**src/hdl/rtcq_pkg.sv**
```systemverilog
package rtcq_pkg;

    localparam int CH_W   = 8;
    localparam int SQ_W   = 2 * CH_W;
    localparam int DIST_W = SQ_W + 2;
    localparam int NPAL   = 16;
    localparam int IDX_W  = 4;
    localparam int NLVL   = 4;

    typedef enum logic [1:0] {
        KIND_TRUE    = 2'd0,
        KIND_XTERM   = 2'd1,
        KIND_CONSOLE = 2'd2
    } kind_t;

    localparam logic [1:0] CFG_ESCAPE     = 2'd0;
    localparam logic [1:0] CFG_TRUE_COLOR = 2'd1;

    typedef logic [CH_W-1:0]   chan_t;
    typedef logic [SQ_W-1:0]   sq_t;
    typedef logic [DIST_W-1:0] dist_t;
    typedef logic [IDX_W-1:0]  pidx_t;

    typedef struct packed {
        logic  esc;
        logic  tc;
        logic  bg;
        chan_t r;
        chan_t g;
        chan_t b;
        chan_t xcode;
    } side_t;

    typedef struct packed {
        logic s3;
        logic s4;
        logic s5;
    } stage_en_t;

    typedef struct packed {
        kind_t kind;
        chan_t code;
        chan_t r;
        chan_t g;
        chan_t b;
        logic  bg;
    } result_t;

    // per-channel palette levels
    localparam chan_t LVL_VAL [NLVL] = '{8'd0, 8'd128, 8'd192, 8'd255};

    // palette entry as level codes {r, g, b}
    localparam logic [5:0] PAL_LVL [NPAL] = '{
        6'b00_00_00, 6'b00_00_01, 6'b00_01_00, 6'b00_01_01,
        6'b01_00_00, 6'b01_00_01, 6'b01_01_00, 6'b10_10_10,
        6'b01_01_01, 6'b00_00_11, 6'b00_11_00, 6'b00_11_11,
        6'b11_00_00, 6'b11_00_11, 6'b11_11_00, 6'b11_11_11
    };

endpackage

```
**src/hdl/rtcq_sq.sv**
```systemverilog
module rtcq_sq (
    input  logic            aclk,
    input  logic            en,
    input  rtcq_pkg::side_t side_i,
    output rtcq_pkg::sq_t   sq_o [3][rtcq_pkg::NLVL],
    output rtcq_pkg::side_t side_o
);
    import rtcq_pkg::*;

    sq_t   sq_reg  [3][NLVL];
    sq_t   sq_next [3][NLVL];
    side_t side_reg;
    side_t side_next;

    function automatic logic [2:0] cube_lvl(input chan_t c);
        logic [2:0] v;
        if (c >= 8'd255) begin
            v = 3'd5;
        end else if (c >= 8'd204) begin
            v = 3'd4;
        end else if (c >= 8'd153) begin
            v = 3'd3;
        end else if (c >= 8'd102) begin
            v = 3'd2;
        end else if (c >= 8'd51) begin
            v = 3'd1;
        end else begin
            v = 3'd0;
        end
        return v;
    endfunction

    chan_t ch [3];
    assign ch[0] = side_i.r;
    assign ch[1] = side_i.g;
    assign ch[2] = side_i.b;

    always_comb begin
        chan_t d;
        for (int c = 0; c < 3; c++) begin
            for (int l = 0; l < NLVL; l++) begin
                d = (ch[c] >= LVL_VAL[l]) ? (ch[c] - LVL_VAL[l]) : (LVL_VAL[l] - ch[c]);
                sq_next[c][l] = SQ_W'(d) * SQ_W'(d);
            end
        end
    end

    logic [12:0] gray_prod;
    logic [4:0]  gray_q0;
    logic [8:0]  gray_rem;
    logic [4:0]  gray_q;
    chan_t       cube_code;

    always_comb begin
        // x/255 for x below 2^13: shift estimate, one correction
        gray_prod = 13'(side_i.r) * 13'd23;
        gray_q0   = gray_prod[12:8];
        gray_rem  = {1'b0, gray_prod[7:0]} + 9'(gray_q0);
        gray_q    = gray_q0 + 5'((gray_rem >= 9'd255) ? 1 : 0);
        cube_code = 8'd16 + 8'd36 * 8'(cube_lvl(side_i.r))
                  + 8'd6 * 8'(cube_lvl(side_i.g)) + 8'(cube_lvl(side_i.b));
        side_next = side_i;
        if ((side_i.r == side_i.g) && (side_i.g == side_i.b)) begin
            side_next.xcode = 8'd232 + 8'(gray_q);
        end else begin
            side_next.xcode = cube_code;
        end
    end

    always_ff @(posedge aclk) begin
        if (en) begin
            sq_reg   <= sq_next;
            side_reg <= side_next;
        end
    end

    assign sq_o   = sq_reg;
    assign side_o = side_reg;

endmodule

```
**src/hdl/rtcq_argmin.sv**
```systemverilog
module rtcq_argmin (
    input  logic              aclk,
    input  rtcq_pkg::stage_en_t en,
    input  rtcq_pkg::sq_t     sq_i [3][rtcq_pkg::NLVL],
    input  rtcq_pkg::side_t   side_i,
    output rtcq_pkg::result_t res_o
);
    import rtcq_pkg::*;

    dist_t   dist_reg  [NPAL];
    dist_t   dist_next [NPAL];
    side_t   side3_reg;
    dist_t   best4_dist_reg  [4];
    dist_t   best4_dist_next [4];
    pidx_t   best4_idx_reg   [4];
    pidx_t   best4_idx_next  [4];
    side_t   side4_reg;
    result_t res_reg;
    result_t res_next;

    // palette distances
    always_comb begin
        for (int i = 0; i < NPAL; i++) begin
            dist_next[i] = DIST_W'(sq_i[0][PAL_LVL[i][5:4]])
                         + DIST_W'(sq_i[1][PAL_LVL[i][3:2]])
                         + DIST_W'(sq_i[2][PAL_LVL[i][1:0]]);
        end
    end

    // 16 to 4, lower index kept on ties
    always_comb begin
        dist_t d8 [8];
        pidx_t i8 [8];
        for (int j = 0; j < 8; j++) begin
            if (dist_reg[2*j+1] < dist_reg[2*j]) begin
                d8[j] = dist_reg[2*j+1];
                i8[j] = IDX_W'(2*j+1);
            end else begin
                d8[j] = dist_reg[2*j];
                i8[j] = IDX_W'(2*j);
            end
        end
        for (int k = 0; k < 4; k++) begin
            if (d8[2*k+1] < d8[2*k]) begin
                best4_dist_next[k] = d8[2*k+1];
                best4_idx_next[k]  = i8[2*k+1];
            end else begin
                best4_dist_next[k] = d8[2*k];
                best4_idx_next[k]  = i8[2*k];
            end
        end
    end

    // 4 to 1 and result
    always_comb begin
        dist_t d2 [2];
        pidx_t i2 [2];
        pidx_t best;
        for (int k = 0; k < 2; k++) begin
            if (best4_dist_reg[2*k+1] < best4_dist_reg[2*k]) begin
                d2[k] = best4_dist_reg[2*k+1];
                i2[k] = best4_idx_reg[2*k+1];
            end else begin
                d2[k] = best4_dist_reg[2*k];
                i2[k] = best4_idx_reg[2*k];
            end
        end
        best = (d2[1] < d2[0]) ? i2[1] : i2[0];

        res_next.bg   = side4_reg.bg;
        res_next.kind = KIND_CONSOLE;
        res_next.code = '0;
        res_next.r    = '0;
        res_next.g    = '0;
        res_next.b    = '0;
        if (!side4_reg.esc) begin
            res_next.kind = KIND_CONSOLE;
            res_next.code = side4_reg.bg ? {best, 4'b0000} : {4'b0000, best};
        end else if (side4_reg.tc) begin
            res_next.kind = KIND_TRUE;
            res_next.r    = side4_reg.r;
            res_next.g    = side4_reg.g;
            res_next.b    = side4_reg.b;
        end else begin
            res_next.kind = KIND_XTERM;
            res_next.code = side4_reg.xcode;
        end
    end

    always_ff @(posedge aclk) begin
        if (en.s3) begin
            dist_reg  <= dist_next;
            side3_reg <= side_i;
        end
        if (en.s4) begin
            best4_dist_reg <= best4_dist_next;
            best4_idx_reg  <= best4_idx_next;
            side4_reg      <= side3_reg;
        end
        if (en.s5) begin
            res_reg <= res_next;
        end
    end

    assign res_o = res_reg;

endmodule

```
**src/hdl/rgb_terminal_color_quantizer_top.sv**
```systemverilog
// rgb to terminal color quantizer
// input stream: s_tdata carries red, green, blue; s_tuser carries the
// background flag. result stream: m_tdata carries color_code and the
// passed-through rgb, m_tuser carries out_kind and is_background.
// mode registers on the write port: index 0 escape_supported, index 1
// true_color_mode, both 1 after reset; write them only while no beat is
// in flight.
// one result beat per input beat. m_tvalid rises once the accepted beat has
// passed through five registers: input register, channel squares and
// xterm index, 16 palette distances, two levels of a compare tree, last
// two levels plus output select into the output register.
// throughput is one beat per cycle while m_tready stays high; every stage
// holds a valid bit and moves when the stage after it is empty or moving.
// when the receiver stalls, the pipe keeps filling until all five stages
// hold a beat, then s_tready drops; nothing is lost or repeated.
// reset (aresetn low, synchronous) empties the pipe and sets both mode
// registers to 1.
module rgb_terminal_color_quantizer_top (
    input  logic        aclk,
    input  logic        aresetn,
    input  logic        s_tvalid,
    output logic        s_tready,
    input  logic [23:0] s_tdata,   // red, green, blue
    input  logic [0:0]  s_tuser,   // background
    output logic        m_tvalid,
    input  logic        m_tready,
    output logic [31:0] m_tdata,   // color_code, red_out, green_out, blue_out
    output logic [2:0]  m_tuser,   // out_kind, is_background
    input  logic        cfg_we,
    input  logic [1:0]  cfg_addr,
    input  logic [0:0]  cfg_wdata
);
    import rtcq_pkg::*;

    logic esc_reg;
    logic tc_reg;

    logic [5:1] v_reg;
    logic [5:1] v_next;
    logic [5:1] rdy;

    side_t     side1_reg;
    side_t     side2;
    sq_t       sq2 [3][NLVL];
    stage_en_t en;
    result_t   res;

    always_ff @(posedge aclk) begin
        if (!aresetn) begin
            esc_reg <= 1'b1;
            tc_reg  <= 1'b1;
        end else if (cfg_we) begin
            unique case (cfg_addr)
                CFG_ESCAPE:     esc_reg <= cfg_wdata[0];
                CFG_TRUE_COLOR: tc_reg  <= cfg_wdata[0];
                default: ;
            endcase
        end
    end

    always_comb begin
        rdy[5] = !v_reg[5] || m_tready;
        for (int k = 4; k >= 1; k--) begin
            rdy[k] = !v_reg[k] || rdy[k+1];
        end
        v_next[1] = rdy[1] ? s_tvalid : v_reg[1];
        for (int k = 2; k <= 5; k++) begin
            v_next[k] = rdy[k] ? v_reg[k-1] : v_reg[k];
        end
    end

    always_ff @(posedge aclk) begin
        if (!aresetn) begin
            v_reg <= '0;
        end else begin
            v_reg <= v_next;
        end
    end

    always_ff @(posedge aclk) begin
        if (rdy[1]) begin
            side1_reg.esc   <= esc_reg;
            side1_reg.tc    <= tc_reg;
            side1_reg.bg    <= s_tuser[0];
            side1_reg.r     <= s_tdata[7:0];
            side1_reg.g     <= s_tdata[15:8];
            side1_reg.b     <= s_tdata[23:16];
            side1_reg.xcode <= '0;
        end
    end

    assign en.s3 = rdy[3];
    assign en.s4 = rdy[4];
    assign en.s5 = rdy[5];

    rtcq_sq u_sq (
        .aclk   (aclk),
        .en     (rdy[2]),
        .side_i (side1_reg),
        .sq_o   (sq2),
        .side_o (side2)
    );

    rtcq_argmin u_argmin (
        .aclk   (aclk),
        .en     (en),
        .sq_i   (sq2),
        .side_i (side2),
        .res_o  (res)
    );

    assign s_tready = rdy[1];
    assign m_tvalid = v_reg[5];
    assign m_tdata  = {res.b, res.g, res.r, res.code};
    assign m_tuser  = {res.bg, res.kind};

endmodule

```
**config.mk**
```make
export PLATFORM = sky130hd
export DESIGN_NAME = rgb_terminal_color_quantizer_top
export DESIGN_NICKNAME = d
export VERILOG_FILES = /design/src/hdl/rtcq_pkg.sv /design/src/hdl/rtcq_sq.sv /design/src/hdl/rtcq_argmin.sv /design/src/hdl/rgb_terminal_color_quantizer_top.sv
export SDC_FILE = /design/constraint.sdc
export NUM_CORES = 2
export LEC_CHECK = 0
export ABC_AREA = 1
export BUFFER_PORTS_ARGS = -buffer_cell sky130_fd_sc_hd__clkbuf_2
export CORE_MARGIN = 3
export CORE_UTILIZATION = 25
export CTS_CLUSTER_DIAMETER = 50
export CTS_CLUSTER_SIZE = 14
export DETAILED_ROUTE_END_ITERATION = 12
export PLACE_DENSITY_LB_ADDON = 0.1
export REMOVE_ABC_BUFFERS = 1
export SYNTH_ARGS = -nofsm -noshare
export SYNTH_HDL_FRONTEND = slang
export SYNTH_SLANG_ARGS = --single-unit
```
**constraint.sdc**
```tcl
create_clock -name aclk -period 14.23 [get_ports aclk]
set_input_delay 0.7115 -clock aclk [delete_from_list [all_inputs] [get_ports aclk]]
set_output_delay 0.7115 -clock aclk [all_outputs]
set_load 0.005 [all_outputs]
```
==> results.txt <==
Run status: finished, final reports clean
Area delta synth->final: 13.3%
Placed cell areas: 70300 sq um
Nets: 8830
Share of layout cells above drive strength 1: 5.74%
Hold Crit Class: primary input to register
Part of the cycle the worst path needs: 47.8%
Number of global-route vias before repair: 49700
Hold path cells: 1
Antenna violations before repair: 12
DIE WIDTH: 518 um
First-pass GRT wire length: 327000 um
Critical path peak fanout: 22
Synth warn: 0
CTS buffer count: 112
Share of the synthesized area in the top cell type: 31.1%
Core ar.: 260000 sq um
Antenna Violating Nets Remaining: 0
Final Max Slew Viols: 0
Number of synthesized flops with an enable pin: 680
Worst-Skew Late Latency: 0.80 ns
Worst R2R Path Depth: 24
Final hold violations: 0
F_max: 147 MHz
Initial Util: 25.2%
Num rows: 187
Syn Inst Count: 7310
Setup Skew: 0.0734 ns
Unique masters post-synth: 68
Fill cell instance count of the final layout: 27600
Worst R2R Start: side1_reg[16]
Max cap viols: 0
Crit path cell chain: buf_4 > clkinv_1 > ha_1 > inv_1 > nor2_1 > nor2_2 > nand2_1 > o21ai_0 > clkinv_1 > nor2_1 > fa_1 > fa_1 > fa_1 > fa_1 > ha_1 > nand2_1 > o21ai_0 > a21oi_1 > o21ai_0 > nand2_1 > inv_1 > o21ai_0 > nand2_1 > xor2_1
Crit path launch: side1_reg[16]
Slew @ Worst Pin: 1.27 ns
Placer congestion estimate: 0.867
DPL Wire Length: 183000 um
WS Path Type: register to register
Drc violations: 0
Sequential area share after synthesis: 31.3%
CTS tree: yes
Largest net degree at the start of global routing: 146
Mean Syn Cell Area: 8.98 sq um
Die ar.: 269000 sq um
Clock transition at path regs: 0.06 ns
Rel. slew slack: 15.6%
GR Overflow Total: 0
Reg2Reg Setup Slack: 7.43 ns
Number of I/O pins: 70
RSZ-0062 raised after global routing: no
Crit start category: register
Max reg flops: 267
Max Root-Sink Buffers: 3
Area of the multi-input gates: 40400 sq um
Worst slack, placed: 7.43 ns
Cell accounting for the most synthesized area: edfxtp_1
Ys flop type: edfxtp_1
Synthesized cell area: 65600 sq um
Async SR Flop Fraction: 0%
Hold path start: s_tdata[13]
Critical-path top delay cell: clkinv_1
I/O Buffers: 69
Post-CTS Repair Setup Buffers: 0
Reg-to-reg endpoint: u_sq.sq_o[94]
DR vias: 48700
H-tree Lvls: 3
Global Route Usage Sum: 16.3%
Final worst setup slack: 7.43 ns
Required @ worst endpoint: 14.77 ns
CP Capture Type: register
Setup violators final: 0
Crit path buf inv count: 5
Crit path DAT: 7.34 ns
Clock Sinks: 687
Die Y: 518 um
Initial DRC count: 2518
WHS Endpoint: side1_reg[21]
Seq cells post-synth: 687
Routed WL per cell: 20.0 um
Final Instance Area: 74400 sq um
Vias per Instance: 4.41
Drt total wl: 221000 um
CP top delay family: adder cells
Most area-consuming cells after synthesis: edfxtp_1 (31%), ha_1 (19%), fa_1 (9.7%)
FF+latch area: 20600 sq um
Root Driver: clkbuf_16
Pre-antenna DRT Iters: 5
Largest stage delay, worst path: 0.72 ns
Crit path time final: 6.80 ns
-- synthesized netlist by cell type (9+ instances only) --
library cell,count
a211oi_1,9
a21boi_0,14
a21o_1,39
a21oi_1,580
a21oi_2,10
a221oi_1,16
a31oi_1,15
and3_1,10
buf_2,32
buf_4,10
clkbuf_1,64
edfxtp_1,680
fa_1,319
ha_1,1022
inv_1,1106
inv_2,14
nand2_1,1315
nand3_1,236
nand3b_1,11
nand4_1,38
nor2_1,497
nor2_2,13
nor3_1,62
o211ai_1,13
o21ai_0,389
o21ai_1,38
o21ai_2,19
o21bai_1,11
o31ai_1,28
xnor2_1,144
xor2_1,422
-- repair_timing --
action / in CTS / in global routing
resized for setup: 0 / 0
hold endpoints to repair: 2 / 0
hold buffers: 2 / 0
-- how the worst max path moves through the flow --
stage	end	slack [ns]	cells after the start
3_5_place_dp	u_sq.sq_o[94]	7.43	24
2_1_floorplan	u_sq.side_o[0]	-0.76	8
3_3_place_gp	u_sq.sq_o[94]	7.52	24
4_1_cts	u_sq.sq_o[94]	7.45	24
6_report	u_sq.sq_o[94]	7.43	24
5_1_grt	u_sq.sq_o[111]	6.87	25
-- metal layers --
layer	wire [um]	part of all wire (%)	GRT usage, %
met4	6760	3.1	5.01
met3	5270	2.4	1.44
met1	105000	48	22.1
met2	104000	47	27.4
met5	0	0	0
-- cell type report --
type | instances | share of cell area, %
diodes | 4 | 0.0135
flip-flops and latches | 687 | 27.6
repair buffers | 125 | 1.05
clock inverters | 100 | 1.61
multi-input cells | 5404 | 54.3
clock buffers | 114 | 3.78
well taps | 3496 | 5.88
inverters | 1126 | 5.71
-- cells in the final DEF (no fill, tap or decap), drive strengths merged, types with 9 or more instances in the layout --
master       n
nor3        63
o21bai      17
nand3b      11
nor4         9
a21boi      24
clkinvlp    10
o31ai       28
a221oi      16
bufinv       9
nand2     1323
nand3      241
nand4       39
fa         319
ha        1022
inv       1154
clkinv      53
xnor2      144
o21ai      447
buf         54
conb        26
a21oi      594
o211ai      13
edfxtp     680
a21o        39
xor2       423
and3        10
a211oi       9
a31oi       18
nor2       513
clkbuf     183
-- cells by family (layout without fill, tap and decap cells) --
kind of cell / after synthesis / in the layout / synth area share (%)
compound gates: 1236 / 1236 / 10.6
xor+xnor: 567 / 567 / 7.58
fa+ha+maj: 1341 / 1341 / 29.2
buf+inv: 1244 / 1465 / 7.29
flops: 687 / 687 / 31.3
mux: 5 / 5 / 0.0763
other cells: 1 / 30 / 0.00571
simple gates: 2229 / 2229 / 13.9
-- worst register-to-register path, delay by kind of cell, from the launching register on --
family / cells / cell delay [ns]
AND/OR/NAND/NOR: 7 / 0.93
buffers and inverters: 5 / 1.56
flip-flops: 1 / 0.32
XOR/XNOR: 1 / 0.14
adder cells (fa/ha/maj): 6 / 2.92
AO/OA/AOI/OAI: 5 / 0.72
-- per-stage QoR --
step / hold WS (ns) / util, % / TNS (ns) / std cells
after floorplan: 0.400 / - / -154.48 / 7217
after global placement: 0.400 / 27.0 / 0 / 10800
after detailed placement: 0.405 / 27.0 / 0 / 10800
after CTS: 0.000118 / 28.6 / 0 / 11100
after global routing: 0.0490 / 28.6 / 0 / 11100
final: 0.107 / 28.6 / 0 / 11100
Power is left out: the tool's default activity adds up to more than one toggle a clock period on the data nets, which glitch-free logic cannot reach.
